--- src/rtl/adc_scan_moving_sum_macros.svh ---
// Assertion macros for the RTL files; only asms_back includes them.
// Each expects clk and rst_n in scope.
`ifndef ADC_SCAN_MOVING_SUM_MACROS_SVH
`define ADC_SCAN_MOVING_SUM_MACROS_SVH

// Same-cycle implication.
`define ASMS_ASSERT_NOW(label, ante, cons, msg) \
  label: assert property (@(posedge clk) disable iff (!rst_n) (ante) |-> (cons)) \
    else $error(msg);

// Next-cycle implication.
`define ASMS_ASSERT_NEXT(label, ante, cons, msg) \
  label: assert property (@(posedge clk) disable iff (!rst_n) (ante) |=> (cons)) \
    else $error(msg);

`endif

--- src/rtl/asms_pkg.sv ---
`default_nettype none
package asms_pkg;

  localparam int unsigned CHANNELS  = 8;
  localparam int unsigned CH_W      = 3;
  localparam int unsigned SAMPLE_W  = 10;
  localparam int unsigned SUM_OUT_W = 15;
  localparam int unsigned WIN_W     = 6;
  localparam int unsigned CFG_IDX_W = 3;

  // Channel 4 is never converted; the scan jumps from 3 straight to 6.
  localparam logic [CH_W-1:0] CH_SKIPPED     = 3'd4;
  localparam logic [CH_W-1:0] CH_SKIP_TARGET = 3'd6;

  typedef enum logic [CFG_IDX_W-1:0] {
    REG_WIN_CH0,
    REG_WIN_CH1,
    REG_WIN_CH2,
    REG_WIN_CH3,
    REG_WIN_CH6,
    REG_WIN_CH7,
    REG_WRAP_START
  } reg_idx_t;

  // One classified sample on its way from the front end to the update unit.
  typedef struct packed {
    logic [CH_W-1:0]     ch;
    logic [SAMPLE_W-1:0] sample;
    logic [WIN_W-1:0]    win;
    logic [CH_W-1:0]     next_ch;
  } item_t;

  // Request to clear one channel's ring state when its window is written.
  typedef struct packed {
    logic            valid;
    logic [CH_W-1:0] ch;
  } clr_t;

  function automatic logic [CH_W-1:0] next_channel(input logic [CH_W-1:0] ch,
                                                   input logic wrap);
    logic [CH_W:0] n;
    n = {1'b0, ch} + (CH_W+1)'(1);
    if (n == {1'b0, CH_SKIPPED}) n = {1'b0, CH_SKIP_TARGET};
    if (n >= (CH_W+1)'(CHANNELS)) n = {{CH_W{1'b0}}, wrap};
    return n[CH_W-1:0];
  endfunction

endpackage
`default_nettype wire

--- src/rtl/adc_scan_moving_sum.sv ---
// An accepted sample word is queued and then popped into the update unit, which reads
// then writes the ring RAM and takes no new word until its result word is registered;
// a 2-entry queue lets the input take words while a result waits.
// Reset: synchronous, active-low rst_n clears channel select, windows, heads,
// sums and ring fill flags at once; the ring RAM is not swept, so no wait after reset.
`default_nettype none
module adc_scan_moving_sum #(
  parameter int unsigned MAX_WINDOW = 32
) (
  input  wire logic        clk,
  input  wire logic        rst_n,
  input  wire logic        in_tvalid,
  output logic             in_tready,
  input  wire logic [15:0] in_tdata,   // [9:0] sample, [15:10] zero
  output logic             out_tvalid,
  input  wire logic        out_tready,
  // [2:0] channel, [12:3] raw_sample, [27:13] window_sum, [30:28] next_channel,
  // [31] zero
  output logic      [31:0] out_tdata,
  output logic             out_tuser,  // [0] averaging_on
  input  wire logic        cfg_valid,
  output logic             cfg_ready,
  input  wire logic [2:0]  cfg_index,
  input  wire logic [5:0]  cfg_data
);

  localparam int unsigned Q_DEPTH = 2;

  asms_pkg::item_t q_wr_item;
  asms_pkg::item_t q_rd_item;
  asms_pkg::clr_t  clr;
  logic            q_push, q_pop, q_full, q_empty;
  logic [$bits(asms_pkg::item_t)-1:0] q_rd_data;

  asms_front #(
    .MAX_WINDOW (MAX_WINDOW)
  ) u_front (
    .clk       (clk),
    .rst_n     (rst_n),
    .in_tvalid (in_tvalid),
    .in_tready (in_tready),
    .in_sample (in_tdata[asms_pkg::SAMPLE_W-1:0]),
    .cfg_valid (cfg_valid),
    .cfg_ready (cfg_ready),
    .cfg_index (cfg_index),
    .cfg_data  (cfg_data),
    .q_full    (q_full),
    .q_push    (q_push),
    .q_item    (q_wr_item),
    .clr       (clr)
  );

  asms_fifo #(
    .WIDTH ($bits(asms_pkg::item_t)),
    .DEPTH (Q_DEPTH)
  ) u_queue (
    .clk     (clk),
    .rst_n   (rst_n),
    .push    (q_push),
    .wr_data (q_wr_item),
    .full    (q_full),
    .pop     (q_pop),
    .rd_data (q_rd_data),
    .empty   (q_empty)
  );

  assign q_rd_item = asms_pkg::item_t'(q_rd_data);

  asms_back #(
    .MAX_WINDOW (MAX_WINDOW)
  ) u_back (
    .clk        (clk),
    .rst_n      (rst_n),
    .q_empty    (q_empty),
    .q_item     (q_rd_item),
    .q_pop      (q_pop),
    .clr        (clr),
    .out_tvalid (out_tvalid),
    .out_tready (out_tready),
    .out_tdata  (out_tdata),
    .out_tuser  (out_tuser)
  );

endmodule
`default_nettype wire

--- src/rtl/asms_ram.sv ---
`default_nettype none
module asms_ram #(
  parameter int unsigned WIDTH = 10,
  parameter int unsigned DEPTH = 256
) (
  input  wire logic                     clk,
  input  wire logic                     wr_en,
  input  wire logic [$clog2(DEPTH)-1:0] wr_addr,
  input  wire logic [WIDTH-1:0]         wr_data,
  input  wire logic                     rd_en,
  input  wire logic [$clog2(DEPTH)-1:0] rd_addr,
  output logic      [WIDTH-1:0]         rd_data
);

  logic [WIDTH-1:0] mem_r [DEPTH];

  always_ff @(posedge clk) begin
    if (wr_en) mem_r[wr_addr] <= wr_data;
    if (rd_en) rd_data <= mem_r[rd_addr];
  end

endmodule
`default_nettype wire

--- src/rtl/asms_fifo.sv ---
`default_nettype none
module asms_fifo #(
  parameter int unsigned WIDTH = 32,
  parameter int unsigned DEPTH = 2
) (
  input  wire logic             clk,
  input  wire logic             rst_n,
  input  wire logic             push,
  input  wire logic [WIDTH-1:0] wr_data,
  output logic                  full,
  input  wire logic             pop,
  output logic      [WIDTH-1:0] rd_data,
  output logic                  empty
);

  localparam int unsigned PTR_W = (DEPTH > 1) ? $clog2(DEPTH) : 1;
  localparam int unsigned CNT_W = $clog2(DEPTH + 1);

  logic [WIDTH-1:0] mem_r [DEPTH];
  logic [PTR_W-1:0] wr_ptr_r, rd_ptr_r;
  logic [CNT_W-1:0] cnt_r;
  logic             do_push, do_pop;

  assign full    = (cnt_r == CNT_W'(DEPTH));
  assign empty   = (cnt_r == '0);
  assign do_push = push && !full;
  assign do_pop  = pop && !empty;
  assign rd_data = mem_r[rd_ptr_r];

  function automatic logic [PTR_W-1:0] bump(input logic [PTR_W-1:0] p);
    return (p == PTR_W'(DEPTH - 1)) ? '0 : p + PTR_W'(1);
  endfunction

  always_ff @(posedge clk) begin
    if (!rst_n) begin
      wr_ptr_r <= '0;
      rd_ptr_r <= '0;
      cnt_r    <= '0;
    end else begin
      if (do_push) begin
        mem_r[wr_ptr_r] <= wr_data;
        wr_ptr_r        <= bump(wr_ptr_r);
      end
      if (do_pop) rd_ptr_r <= bump(rd_ptr_r);
      if (do_push && !do_pop) cnt_r <= cnt_r + CNT_W'(1);
      else if (do_pop && !do_push) cnt_r <= cnt_r - CNT_W'(1);
    end
  end

endmodule
`default_nettype wire

--- src/rtl/asms_front.sv ---
`default_nettype none
module asms_front #(
  parameter int unsigned MAX_WINDOW = 32
) (
  input  wire logic                               clk,
  input  wire logic                               rst_n,
  input  wire logic                               in_tvalid,
  output logic                                    in_tready,
  input  wire logic [asms_pkg::SAMPLE_W-1:0]      in_sample,
  input  wire logic                               cfg_valid,
  output logic                                    cfg_ready,
  input  wire logic [asms_pkg::CFG_IDX_W-1:0]     cfg_index,
  input  wire logic [asms_pkg::WIN_W-1:0]         cfg_data,
  input  wire logic                               q_full,
  output logic                                    q_push,
  output asms_pkg::item_t                         q_item,
  output asms_pkg::clr_t                          clr
);

  localparam int unsigned CMP_W = asms_pkg::WIN_W + 1;

  logic [asms_pkg::CH_W-1:0]  cur_r;
  logic [asms_pkg::WIN_W-1:0] win_r [asms_pkg::CHANNELS];
  logic                       wrap_r;
  logic [asms_pkg::WIN_W-1:0] win_clamped;
  logic                       win_wr;
  logic [asms_pkg::CH_W-1:0]  win_ch;
  logic                       wrap_wr;

  assign in_tready = !q_full;
  assign q_push    = in_tvalid && !q_full;
  assign cfg_ready = 1'b1;

  always_comb begin
    q_item.ch      = cur_r;
    q_item.sample  = in_sample;
    q_item.win     = win_r[cur_r];
    q_item.next_ch = asms_pkg::next_channel(cur_r, wrap_r);
  end

  // Windows above the ring length saturate.
  assign win_clamped = ({1'b0, cfg_data} > CMP_W'(MAX_WINDOW)) ?
                       asms_pkg::WIN_W'(MAX_WINDOW) : cfg_data;

  always_comb begin
    win_wr  = 1'b0;
    win_ch  = '0;
    wrap_wr = 1'b0;
    if (cfg_valid) begin
      unique case (asms_pkg::reg_idx_t'(cfg_index))
        asms_pkg::REG_WIN_CH0: begin win_wr = 1'b1; win_ch = 3'd0; end
        asms_pkg::REG_WIN_CH1: begin win_wr = 1'b1; win_ch = 3'd1; end
        asms_pkg::REG_WIN_CH2: begin win_wr = 1'b1; win_ch = 3'd2; end
        asms_pkg::REG_WIN_CH3: begin win_wr = 1'b1; win_ch = 3'd3; end
        asms_pkg::REG_WIN_CH6: begin win_wr = 1'b1; win_ch = 3'd6; end
        asms_pkg::REG_WIN_CH7: begin win_wr = 1'b1; win_ch = 3'd7; end
        asms_pkg::REG_WRAP_START: wrap_wr = 1'b1;
        default: ;
      endcase
    end
  end

  assign clr.valid = win_wr;
  assign clr.ch    = win_ch;

  always_ff @(posedge clk) begin
    if (!rst_n) begin
      cur_r  <= '0;
      wrap_r <= 1'b0;
      for (int i = 0; i < asms_pkg::CHANNELS; i++) win_r[i] <= '0;
    end else begin
      if (q_push) cur_r <= q_item.next_ch;
      if (win_wr) win_r[win_ch] <= win_clamped;
      if (wrap_wr) wrap_r <= cfg_data[0];
    end
  end

endmodule
`default_nettype wire

--- src/rtl/asms_back.sv ---
`default_nettype none
`include "adc_scan_moving_sum_macros.svh"
module asms_back #(
  parameter int unsigned MAX_WINDOW = 32
) (
  input  wire logic            clk,
  input  wire logic            rst_n,
  input  wire logic            q_empty,
  input  asms_pkg::item_t      q_item,
  output logic                 q_pop,
  input  asms_pkg::clr_t       clr,
  output logic                 out_tvalid,
  input  wire logic            out_tready,
  output logic [31:0]          out_tdata,
  output logic                 out_tuser
);

  localparam int unsigned HW     = (MAX_WINDOW > 1) ? $clog2(MAX_WINDOW) : 1;
  localparam int unsigned ADDR_W = asms_pkg::CH_W + HW;
  localparam int unsigned DEPTH  = asms_pkg::CHANNELS * (1 << HW);
  localparam int unsigned SUM_W  =
    $clog2(MAX_WINDOW * ((1 << asms_pkg::SAMPLE_W) - 1) + 1);
  localparam int unsigned CMP_W  = asms_pkg::WIN_W + 1;

  typedef enum logic {ST_IDLE, ST_UPD} state_t;

  state_t                        st_r;
  asms_pkg::item_t               item_r;
  logic [HW-1:0]                 hnew_r;
  logic [HW-1:0]                 head_r [asms_pkg::CHANNELS];
  logic [SUM_W-1:0]              sum_r  [asms_pkg::CHANNELS];
  logic [asms_pkg::CHANNELS-1:0] full_r;

  logic                              out_tvalid_r;
  logic [asms_pkg::CH_W-1:0]         out_ch_r;
  logic [asms_pkg::SAMPLE_W-1:0]     out_sample_r;
  logic [asms_pkg::SUM_OUT_W-1:0]    out_sum_r;
  logic                              out_tuser_r;
  logic [asms_pkg::CH_W-1:0]         out_next_r;

  logic [CMP_W-1:0]                  hstep;
  logic [HW-1:0]                     hnew;
  logic                              done;
  logic                              avg;
  logic [asms_pkg::SAMPLE_W-1:0]     rd_data;
  logic [asms_pkg::SAMPLE_W-1:0]     old;
  logic [SUM_W-1:0]                  sum_new;
  logic [SUM_W+asms_pkg::SUM_OUT_W-1:0] sum_ext;
  logic [asms_pkg::SUM_OUT_W-1:0]    sum_field;

  // Head for the popped word, worked out while the ring entry is read.
  assign hstep = CMP_W'(head_r[q_item.ch]) + CMP_W'(1);
  assign hnew  = (hstep >= CMP_W'(q_item.win) || hstep >= CMP_W'(MAX_WINDOW)) ?
                 '0 : hstep[HW-1:0];
  assign q_pop = (st_r == ST_IDLE) && !q_empty;

  assign done = (st_r == ST_UPD) && (!out_tvalid_r || out_tready);
  assign avg  = (item_r.win != '0);

  // After a clear the ring fills in order and reaches entry 0 last, so the
  // entry being replaced holds data only once that channel has wrapped.
  assign old       = full_r[item_r.ch] ? rd_data : '0;
  assign sum_new   = sum_r[item_r.ch] - SUM_W'(old) + SUM_W'(item_r.sample);
  assign sum_ext   = {{asms_pkg::SUM_OUT_W{1'b0}}, sum_new};
  assign sum_field = avg ? sum_ext[asms_pkg::SUM_OUT_W-1:0] : '0;

  asms_ram #(
    .WIDTH (asms_pkg::SAMPLE_W),
    .DEPTH (DEPTH)
  ) u_ring (
    .clk     (clk),
    .wr_en   (done && avg),
    .wr_addr ({item_r.ch, hnew_r}),
    .wr_data (item_r.sample),
    .rd_en   (q_pop),
    .rd_addr ({q_item.ch, hnew}),
    .rd_data (rd_data)
  );

  always_ff @(posedge clk) begin
    if (!rst_n) begin
      st_r         <= ST_IDLE;
      out_tvalid_r <= 1'b0;
      full_r       <= '0;
      for (int i = 0; i < asms_pkg::CHANNELS; i++) begin
        head_r[i] <= '0;
        sum_r[i]  <= '0;
      end
    end else begin
      if (out_tvalid_r && out_tready && !done) out_tvalid_r <= 1'b0;
      unique case (st_r)
        ST_IDLE: begin
          if (q_pop) begin
            item_r <= q_item;
            hnew_r <= hnew;
            st_r   <= ST_UPD;
          end
        end
        ST_UPD: begin
          if (done) begin
            out_tvalid_r <= 1'b1;
            out_ch_r     <= item_r.ch;
            out_sample_r <= item_r.sample;
            out_sum_r    <= sum_field;
            out_tuser_r  <= avg;
            out_next_r   <= item_r.next_ch;
            if (avg) begin
              head_r[item_r.ch] <= hnew_r;
              sum_r[item_r.ch]  <= sum_new;
              if (hnew_r == '0) full_r[item_r.ch] <= 1'b1;
            end
            st_r <= ST_IDLE;
          end
        end
        default: st_r <= ST_IDLE;
      endcase
      if (clr.valid) begin
        head_r[clr.ch] <= '0;
        sum_r[clr.ch]  <= '0;
        full_r[clr.ch] <= 1'b0;
      end
    end
  end

  assign out_tvalid = out_tvalid_r;
  assign out_tuser  = out_tuser_r;
  assign out_tdata  = {1'b0, out_next_r, out_sum_r, out_sample_r, out_ch_r};

  `ASMS_ASSERT_NEXT(a_pop_starts_update, q_pop, st_r == ST_UPD, "pop did not start update")
  `ASMS_ASSERT_NOW(a_plain_sum_zero, out_tvalid_r && !out_tuser_r, out_sum_r == '0, "sum without window")
  `ASMS_ASSERT_NOW(a_head_in_window, done && avg, CMP_W'(hnew_r) < CMP_W'(item_r.win), "head beyond window")

endmodule
`default_nettype wire
--- config.mk ---
export PLATFORM = sky130hd
export DESIGN_NAME = adc_scan_moving_sum
export DESIGN_NICKNAME = d
export VERILOG_FILES = /design/src/rtl/asms_pkg.sv /design/src/rtl/adc_scan_moving_sum.sv /design/src/rtl/asms_ram.sv /design/src/rtl/asms_fifo.sv /design/src/rtl/asms_front.sv /design/src/rtl/asms_back.sv
export VERILOG_INCLUDE_DIRS = /design/src /design/src/rtl
export SDC_FILE = /design/constraint.sdc
export NUM_CORES = 2
export LEC_CHECK = 0
export BUFFER_PORTS_ARGS = -buffer_cell sky130_fd_sc_hd__buf_2
export CELL_PAD_IN_SITES_DETAIL_PLACEMENT = 1
export CELL_PAD_IN_SITES_GLOBAL_PLACEMENT = 2
export CORE_MARGIN = 2
export CORE_UTILIZATION = 40
export DETAILED_ROUTE_END_ITERATION = 7
export PLACE_DENSITY = 0.73
export SLEW_MARGIN = 20
export SYNTH_ARGS = -nofsm -noshare
export SYNTH_HDL_FRONTEND = slang
export SYNTH_SLANG_ARGS = --single-unit
--- constraint.sdc ---
create_clock -name clk -period 9.35 [get_ports clk]
set_input_delay 1.4025 -clock clk [delete_from_list [all_inputs] [get_ports clk]]
set_output_delay 1.4025 -clock clk [all_outputs]
set_load 0.01 [all_outputs]
==> results.md <==
- Flip-flop cell with the highest count after synthesis: sky130_fd_sc_hd__edfxtp_1
- Data required time of the critical path: roughly 10 ns
- GRT Residual Overflow: 0
- Initial antenna violation count: 22
- Syn-to-layout area delta: 13.5%
- Endpoint type of the worst setup path: flop
- Static leakage: 0.0433 uW
- Die Y: 547 um
- Total of buffers placed on input and output ports: 57
- DRC viols: 0
- Achievable clock frequency: 0.113 GHz
- Clock Sink Count: ~2900
- # rows: 199
- Tightest slew margin relative to the limit: 13.3%
- Initial Util: roughly 40%
- Time the final worst path needs with I/O delays and setup: 8.84 ns
- Average wire length per cell after detail routing: 33.5 um
- Arrival @ worst endpoint: 9.51 ns
- Power density relative to cell area: around 260 nW/um2
- Std-Cell Core Area: 293000 um2
- Critical path startpoint category: flop
- Hold Fails Final Rpt: 0
- TritonCTS clock tree: done
- Wire length of the first global-routing pass: 617 mm
- Combined buffer and inverter count along the critical path: 8
- Syn_area_per_cell: 13.3 um2
- Max stage delay cell, worst path: sky130_fd_sc_hd__mux2i_4
- Transition at the pin with the smallest max-transition slack: 1.29 ns
- Global Route Usage Sum: 28.6%
- Dpl cells: around 13000
- Post-CTS clock slew at the launch and capture registers of the worst setup and hold paths: 0.06 ns
- Worst IR Drop VDD: 0.210 mV
- Buffer count from post-CTS setup fixing: 0
- Worst-path maximum fanout: 91
- GR Layer Usage met1: 38.3%
- Most used cells in the layout excluding fill and tap cells: sky130_fd_sc_hd__edfxtp_1 (2721), sky130_fd_sc_hd__nand2_1 (1264), sky130_fd_sc_hd__nor2_1 (709), sky130_fd_sc_hd__nor3_1 (555), sky130_fd_sc_hd__nand3_1 (443)
- Number of buffers added by the clock tree synthesis step: 318
- Final total negative setup slack: 0 ns
- Avg Vias per Cell: between 6 and 7
- Die area: 299000 um2
- Final Non-Filler Cells: approximately 13000
- Number of H-tree levels: 5
- Instance count of the mapped netlist: 8881
- Number of unique standard cell types used by synthesis: 84
- Number of flops mapped to enable cells by yosys: 2721
- Die X: 547 um
- Largest stage delay on the critical path: roughly 0.69 ns
- Pins Over Slew Limit: 0
- Worst hold path type: reg -> reg
- Worst Clk Skew: between 0.05 and 0.06 ns
- Initial DRC Count: 10100
- Warnings, synthesis: 0
- Final WL: 438 mm
- Post-route antenna net violation count: 0
- Drt pass-1 iters: 5
- PostCTS Resize Cnt: 0
- Family with the most delay on the worst path: buffers and inverters
- Cell area after synthesis: 118000 um2
- Buffer cell driving the clock tree root: sky130_fd_sc_hd__clkbuf_16
- GRT met2 Usage: 45.7%
- Number of buffers on the longest clock path: 4
- RSZ-0062 raised after global routing: no
- Fin crit share: a little over nine tenths
- Share of synthesized flip-flops with an asynchronous set or reset: 0%
- Pin count of the biggest net entering global routing: 138
- Estimated wirelength of the detail-placed design: 259 mm
- Final weighted congestion of routability-driven global placement: 0.868
- Most frequent cell on the critical path: sky130_fd_sc_hd__buf_4
- Sequential cell area fraction in the yosys report: 72.5%
- Post-layout net count: between 8000 and 9000
- Share of final-layout standard cells stronger than drive strength 1: between 10% and 20%
- Busiest metal layer after global routing: met2
- Maxcap violations: 0
- Most frequent standard cell in the layout excluding fill and tap cells: sky130_fd_sc_hd__edfxtp_1
- Number of endpoints failing setup at the final stage: 0
- Status: finished clean
- Number of top-level pins: 66
- Synth Register Bits: ~2900
- Routed via count: 80800
- Met3 Usage GRT: under 10%
- Crit Path Category: reg -> reg
- Via count of the first global-routing pass: 81000
- Total of hold buffers inserted after clock tree synthesis: 0
- Clock Latency Late Sink: 0.95 ns
## power breakdown
group | internal [uW] | leakage, uW | switching (uW)
sequential | 15200 | 0.0260 | 231
clock | 6910 | 0.00490 | 5430
combinational | 1750 | 0.0124 | 5780
total | 23800 | 0.0433 | 11400
## sequential cells by signal (all words and copies together) (netlist names), named ones only
register / flops
u_back.u_ring.mem_r: 2560
u_back.sum_r: 120
u_front.win_r: 48
u_queue.mem_r: 44
u_back.head_r: 40
u_back.item_r: 22
u_back.out_sum_r: 15
u_back.out_sample_r: 10
u_back.u_ring.rd_data: 10
u_back.full_r: 8
u_back.hnew_r: 5
u_back.out_ch_r: 3
u_back.out_next_r: 3
u_front.cur_r: 3
u_queue.cnt_r: 2
u_back.out_tuser: 1
u_back.out_tvalid: 1
u_back.st_r: 1
u_front.wrap_r: 1
u_queue.rd_ptr_r: 1
u_queue.wr_ptr_r: 1
## cell families after synthesis
| family | synth area share [%] |
|---|---|
| adder cells (fa/ha/maj) | 0.425 |
| AND/OR/NAND/NOR | 13.1 |
| buffers and inverters | 2.57 |
| multiplexers | 2.86 |
| AO/OA/AOI/OAI | 8.31 |
| other | 0.00638 |
| flip-flops | 72.5 |
| XOR/XNOR | 0.156 |
## worst reg2reg max path, stage by stage (launching register included)
cell,delay (ns)
sky130_fd_sc_hd__dfxtp_1,0.39
sky130_fd_sc_hd__buf_4,0.38
sky130_fd_sc_hd__mux2i_4,0.70
sky130_fd_sc_hd__mux4_2,0.43
sky130_fd_sc_hd__mux2i_2,0.36
sky130_fd_sc_hd__inv_1,0.13
sky130_fd_sc_hd__ha_1,0.23
sky130_fd_sc_hd__inv_1,0.31
sky130_fd_sc_hd__nor2_1,0.12
sky130_fd_sc_hd__nand2_1,0.10
sky130_fd_sc_hd__xor2_1,0.15
sky130_fd_sc_hd__buf_4,0.15
sky130_fd_sc_hd__ha_1,0.24
sky130_fd_sc_hd__a21o_1,0.17
sky130_fd_sc_hd__a21oi_1,0.33
sky130_fd_sc_hd__o21a_2,0.38
sky130_fd_sc_hd__o211ai_4,0.39
sky130_fd_sc_hd__inv_16,0.60
sky130_fd_sc_hd__buf_4,0.61
sky130_fd_sc_hd__buf_4,0.44
sky130_fd_sc_hd__mux2i_1,0.26
sky130_fd_sc_hd__a211oi_1,0.13
sky130_fd_sc_hd__a211oi_1,0.27
sky130_fd_sc_hd__a21oi_1,0.19
sky130_fd_sc_hd__nor4_1,0.61
sky130_fd_sc_hd__buf_4,0.29
sky130_fd_sc_hd__nor3_1,0.06
sky130_fd_sc_hd__o211a_1,0.13
## routing by layer
metal	part of all wire, %	wire (um)	up-vias
met2	47	205000	3932
li1	-	-	33800
met5	0.031	136	-
met1	40	174000	42300
met4	4.6	20100	20
met3	8.9	38900	809
## area by class of cell
cell class | count | area [um2]
antenna | 8 | 20.0
clock buffer | 384 | 8260
clock inverter | 187 | 1820
fill | 29700 | 160000
inverter | 40 | 198
multi-input combinational | 5280 | 29900
sequential | 2906 | 85400
tap | 3919 | 4900
timing repair buffer | 371 | 3160
## synthesized netlist by cell type, drive strengths merged (8+ instances only)
master / number / area share, %
edfxtp: 2721 / 69
nand2: 1280 / 4.1
nor2: 807 / 2.6
nor3: 564 / 2.4
nand3: 447 / 1.9
clkbuf: 379 / 1.2
buf: 288 / 1.2
o21ai: 259 / 1.1
a21oi: 253 / 1.1
o211ai: 216 / 1.4
a31oi: 200 / 1.1
dfxtp: 185 / 3.1
or3: 169 / 0.90
mux2i: 161 / 1.4
and3: 115 / 0.61
o221ai: 77 / 0.57
o311ai: 58 / 0.43
a211oi: 52 / 0.33
mux4: 52 / 0.99
nand4: 49 / 0.26
mux2: 48 / 0.46
a22oi: 42 / 0.27
a311oi: 40 / 0.30
inv: 38 / 0.12
o22ai: 38 / 0.20
a221oi: 25 / 0.19
ha: 24 / 0.26
nor4: 22 / 0.12
o2111ai: 17 / 0.13
o21a: 17 / 0.11
a2111oi: 16 / 0.12
nand2b: 15 / 0.080
o31ai: 14 / 0.089
a32oi: 13 / 0.097
and2: 13 / 0.069
xnor2: 13 / 0.097
a221o: 12 / 0.10
a311o: 12 / 0.10
a21o: 11 / 0.070
fa: 10 / 0.17
nor2b: 10 / 0.053
o21bai: 9 / 0.057
xor2: 8 / 0.060
## metrics by stage
stage / hold WS (ns) / cell area, um2 / utilization, % / power, uW / setup slack [ns]
after CTS: 0.443 / 133000 / 45.5 / 35200 / 0.642
after global routing: 0.448 / 134000 / 45.6 / 36100 / 0.255
final: 0.437 / 134000 / 45.6 / 35300 / 0.514
after global placement: 0.406 / 123000 / 42.0 / 22800 / 0.758
after floorplan: 0.400 / 118000 / - / 19300 / 1.86
after detailed placement: 0.409 / 123000 / 42.1 / 23000 / 0.713
## worst paths after layout
path         slack, ns                            endpoint  cells past startpoint                       start
max               0.51  u_back.u_ring.rd_data[7]$_DFFE_PP_                     27                        flop
min               0.44      u_back.out_next_r[2]$_DFFE_PP_                      0  u_back.item_r[2]$_DFFE_PP_
max reg2reg       0.51  u_back.u_ring.rd_data[7]$_DFFE_PP_                     27                        flop
min reg2reg       0.44      u_back.out_next_r[2]$_DFFE_PP_                      0  u_back.item_r[2]$_DFFE_PP_
Power figures use the tool's default switching activity.
